===== src/sv/cmd_pkg.sv =====
`timescale 1ns / 1ps
// Shared types and constants for the chorus modulated delay block.
// No dependencies; every other file imports this package.
package cmd_pkg;

   typedef logic signed [15:0] sample_type;
   typedef logic [15:0]        level_type;
   typedef logic [1:0]         csr_index_type;
   typedef logic [31:0]        csr_data_type;

   // Register indexes on the configuration channel
   localparam csr_index_type CSR_DELAY_LENGTH = 2'd0;
   localparam csr_index_type CSR_PHASE_STEP   = 2'd1;
   localparam csr_index_type CSR_WET_LEVEL    = 2'd2;

   // Register reset values
   localparam logic [11:0] DELAY_LENGTH_RESET = 12'd1024;
   localparam logic [31:0] PHASE_STEP_RESET   = 32'd89478;
   localparam level_type   WET_LEVEL_RESET    = 16'd16384;

   // Q1.15 unity, used for wet clamp and the LFO midpoint
   localparam level_type   WET_FULL = 16'd32768;
   localparam logic [16:0] LFO_MID  = 17'd32768;

   // Shared multiplier geometry
   localparam int MUL_A_W = 33;
   localparam int MUL_B_W = 18;
   localparam int MUL_P_W = MUL_A_W + MUL_B_W;

   typedef logic signed [MUL_A_W-1:0] mul_a_type;
   typedef logic signed [MUL_B_W-1:0] mul_b_type;
   typedef logic signed [MUL_P_W-1:0] mul_p_type;

endpackage


===== src/sv/cmd_mul.sv =====
`timescale 1ns / 1ps
// Shared signed multiplier with a registered product.
// Depends on cmd_pkg for operand and product types.
module cmd_mul (
   input  logic               clock,
   input  cmd_pkg::mul_a_type op_a,
   input  cmd_pkg::mul_b_type op_b,
   output cmd_pkg::mul_p_type prod
);
   import cmd_pkg::*;

   mul_p_type prod_ff;

   always_ff @(posedge clock) begin
      prod_ff <= MUL_P_W'(op_a) * MUL_P_W'(op_b);
   end

   assign prod = prod_ff;

endmodule


===== config.mk =====
export PLATFORM = sky130hd
export DESIGN_NAME = cmd_mul
export DESIGN_NICKNAME = d
export VERILOG_FILES = /design/src/sv/cmd_pkg.sv /design/src/sv/cmd_mul.sv
export SDC_FILE = /design/constraint.sdc
export NUM_CORES = 2
export LEC_CHECK = 0
export ABC_AREA = 0
export BUFFER_PORTS_ARGS = -buffer_cell sky130_fd_sc_hd__clkbuf_2
export CAP_MARGIN = 10
export CORE_UTILIZATION = 50
export DETAILED_ROUTE_END_ITERATION = 8
export GPL_ROUTABILITY_DRIVEN = 0
export GPL_TIMING_DRIVEN = 0
export PLACE_DENSITY = 0.73
export SLEW_MARGIN = 15
export SYNTH_ARGS = -nofsm -noshare
export SYNTH_HDL_FRONTEND = slang
export SYNTH_SLANG_ARGS = --single-unit

===== constraint.sdc =====
create_clock -name clock -period 6.8 [get_ports clock]
set_clock_uncertainty 0.2 [all_clocks]
set_input_delay 0.34 -clock clock [delete_from_list [all_inputs] [get_ports clock]]
set_output_delay 0.34 -clock clock [all_outputs]
set_load 0.005 [all_outputs]

After elaboration in Yosys (flattened, before gate mapping)
Index checks and enable logic that the tools add are counted.
{"block": "totals", "register_bits": 51, "wordCells": 2, "input_bits": 52, "output_inout_bits": 51}
{"block": "op_classes", "n_mul": 1}
{"op": "$mul A33 B18 Y51", "count": 1}

Longest topological paths before layout
{"block": "logic_depth", "depth_word": 1, "mapped_depth": 26}

Worst setup path before layout
OpenSTA, ideal clock, no wires.
{"block": "synth_timing", "path_kind": "input to register", "startpoint": "in op_a[23]", "endpoint": "reg prod_ff[45], in the netlist prod[45]", "arrival_time_ps": 6064, "setup_time_ps": 72, "stages": 24, "required_time_ps": 6528, "path_slack_ps": 464, "path_cell_list": "clkbuf_1 clkbuf_1 nand2_1 fa_1 fa_1 fa_1 inv_1 fa_1 fa_1 inv_1 fa_1 inv_1 ha_1 clkbuf_2 a21oi_1 o2111ai_1 a221oi_1 nor2b_1 a31oi_4 o31ai_2 a311oi_4 o221ai_2 a21oi_2 xnor2_1"}
{"block": "synth_via", "elab_chain_len": 1}
{"item": "from (decl)", "line": "cmd_mul.sv:6", "rtl": "input cmd_pkg::mul_a_type op_a,"}
{"item": "$mul A33 B18 Y51", "line": "cmd_mul.sv:15", "rtl": "prod_ff <= MUL_P_W'(op_a) * MUL_P_W'(op_b);"}
{"item": "to (signal assigned)", "line": "cmd_mul.sv:15"}
{"item": "to (decl)", "line": "cmd_mul.sv:12", "rtl": "mul_p_type prod_ff;"}
No other way between the ends.

Final worst setup path
{"block": "layout_timing", "startpoint": "in op_a[10]", "endpoint": "reg prod_ff[50], in the netlist prod[50]"}
Same word-level chain as after synthesis.

==> run_results.csv <==
group,metric,value,unit
status,status,"complete, no violations",
final_layout,fin_util,54.62,%
logic_synthesis,synth_nets,3072,
logic_synthesis,synthDistinctLibCells,58,
grt,grt_pass1_wl,95870,um
floorplanning,core,41950,um^2
final_layout,largest_register_ffs,51,
route,drt-pass1-iter-count,5,
critical_path,path_class,"input pin to flip-flop",
critical_path,cp.required,6.83,ns
sta,fin_crit_sh,98.13,%
final_layout,fillCellCount,3721,
final_layout,final_layout_size_suffix_gt1_share,9.316,%
logic_synthesis,syn_area,21270,um^2
logic_synthesis,synthCells,2328,
run,cap_violations,0,
place,placed_cells,2955,
logic_synthesis,synth_flop_cell,"dfxtp_1",
cts,cts_tree,"yes",
final_layout,area_growth,7.724,%
logic_synthesis,synthArstFlopShare,0,%
sta,tightest_slew,0.7117,ns
floorplanning,rows,75,
route,drc,0,
logic_synthesis,synth_edf_count,0,
final_layout,final_cells,2967,
sta,finalSetupViolCount,0,
route,vias,16120,
route,wirelength,59840,um
grt,grt_pass1_vias,17679,
floorplanning,die_area,43360,um^2
place,dp_hpwl,51480,um
cts,htree_levels,2,
floorplanning,pin_count,103,
sta,finalHoldViolCount,0,
cts,cts_buffer_depth,2,
grt,grt_use_total,29.18,%
grt,grt_max_degree,17,
logic_synthesis,yosys_register_bits,51,
grt,grt_overflow,0,
critical_path,path_max_fanout,10,
grt,antenna_found_initial,3,
final_layout,regArea,1021,um^2
sta,rsz0062_at_grt,"false",
sta,max_freq,0.1499,GHz
route,vias_per_cell,5.433,
sta,fin_crit,6.673,ns
route,drt_iter0_drc,1247,
cts,cts.sinks,51,
final_layout,fin_nets,3169,
critical_path,cp.arrival,6.70,ns
sta,whs,0.1386,ns
hold_path,hp-class,"input pin to flip-flop",
route,wl_per_cell,20.17,um
cts,postCtsHoldBufs,0,
critical_path,endpoint_kind,"flip-flop",
sta,report.final.slew_viol_count,0,
route,ant_nets,0,
logic_synthesis,ys_warn_count,0,
place,portBuffers,88,
floorplanning,fp.dieH,208.2,um
floorplanning,die_w,208.2,um
logic_synthesis,syn_area_per_cell,9.136,um^2
cts,cts_root_buf,"clkbuf_16",
final_layout,multi_input_area,17620,um^2
critical_path,start_kind,"input pin",
floorplanning,start_util,50.70,%
cts,cts_inserted_buffers,5,
cts,clk_pin_slew_worst_paths,0.08,ns
sta,relSlewSlack,52.23,%
logic_synthesis,ys_seq_area_share,4.801,%
## synth_stat cells, types with 8 or more instances
cell | instances | area, um^2
o21ai_0 | 23 | 115.1
nor2_1 | 48 | 180.2
fa_1 | 569 | 11390
o21a_1 | 9 | 67.56
ha_1 | 123 | 1539
xor2_1 | 11 | 96.34
nor3_1 | 8 | 40.04
nand2_1 | 358 | 1344
a21o_1 | 11 | 82.58
a21oi_1 | 40 | 200.2
and2_1 | 231 | 1445
clkbuf_1 | 101 | 379.1
inv_1 | 618 | 2320
xnor2_1 | 43 | 376.6
dfxtp_1 | 51 | 1021
## area by class of cell
class / count / share of cell area (%)
Timing Repair Buffer: 91 / 2.075
Tap cell: 539 / 2.944
Buffer: 103 / 2.791
Inverter: 618 / 10.13
Multi-Input combinational cell: 1555 / 76.91
Clock buffer: 6 / 0.6062
Antenna cell: 2 / 0.02184
Clock inverter: 2 / 0.07100
Sequential cell: 51 / 4.456
## cells by family (layout without fill, tap and decap cells)
kind of cell | after synthesis | after routing | synth area share [%]
AOI/OAI and AO/OA | 129 | 129 | 4.183
xor gates and xnor gates | 54 | 54 | 2.224
adders and majority gates | 692 | 692 | 60.80
buffers and inverters | 722 | 820 | 12.78
DFF | 51 | 51 | 4.801
other | 0 | 2 | 0
and+or+nand+nor | 680 | 680 | 15.21
## worst max-delay path, stage by stage
cell	delay [ns]
clkbuf_2	0.28
buf_4	0.25
nand2_1	0.09
fa_1	0.54
fa_1	0.53
fa_1	0.47
fa_1	0.52
inv_1	0.06
fa_1	0.53
inv_1	0.05
fa_1	0.47
inv_1	0.04
ha_2	0.40
nand4_1	0.17
or3_4	0.38
nor3_4	0.31
o311ai_4	0.19
or3b_4	0.39
o21ai_4	0.12
o211ai_1	0.20
a21o_1	0.17
a21oi_2	0.08
xnor2_1	0.12
## timing repair
item / CTS / global route
resized for setup: 84 / 185
buffers inserted: 1 / 2
pin swaps: 1 / 3
setup endpoints to repair: 17 / 15
endpoints found under the hold margin: 0 / 0
## per-layer routing
| layer | vias up | track usage (%) | wire length [um] |
|---|---|---|---|
| li1 | 6808 | - | - |
| met1 | 8235 | 37.38 | 22120 |
| met2 | 854 | 47.43 | 28620 |
| met3 | 219 | 5.706 | 5952 |
| met4 | 4 | 14.58 | 3133 |
| met5 | - | 0 | 16 |
## cell usage in the layout (no fill, tap or decap), types with 7 or more instances in the layout
cell / synthesis / final
a21o_1: 11 / 11
a21oi_1: 40 / 40
fa_1: 569 / 566
clkbuf_4: 0 / 23
clkbuf_1: 101 / 7
nor2_1: 48 / 47
and2_1: 231 / 231
inv_1: 618 / 618
ha_1: 123 / 120
xnor2_1: 43 / 43
xor2_1: 11 / 11
buf_2: 0 / 16
nand2b_1: 7 / 7
nand2_1: 358 / 358
dfxtp_1: 51 / 51
buf_4: 0 / 23
o21ai_0: 23 / 22
clkbuf_2: 1 / 119
o21a_1: 9 / 9
## per-stage QoR
| stage | cell area (um^2) | setup slack, ns | TNS [ns] |
|---|---|---|---|
| 3_5_place_dp | 22380 | -0.9395 | -12.79 |
| 2_1_floorplan | 21270 | 0.4637 | 0 |
| 4_1_cts | 22670 | 0.001440 | 0 |
| 5_1_grt | 22910 | 0.0005564 | 0 |
| 3_3_place_gp | 22380 | -0.9527 | -11.99 |
| 6_report | 22910 | 0.1271 | 0 |
## path summary, 6_finish.rpt
kind      from  cells after the start  endpoint
max   op_a[10]                     23  prod[50]
min    op_b[0]                      2   prod[0]
Power is left out: the tool's default activity adds up to more than one toggle a clock period on the data nets, which glitch-free logic cannot reach.
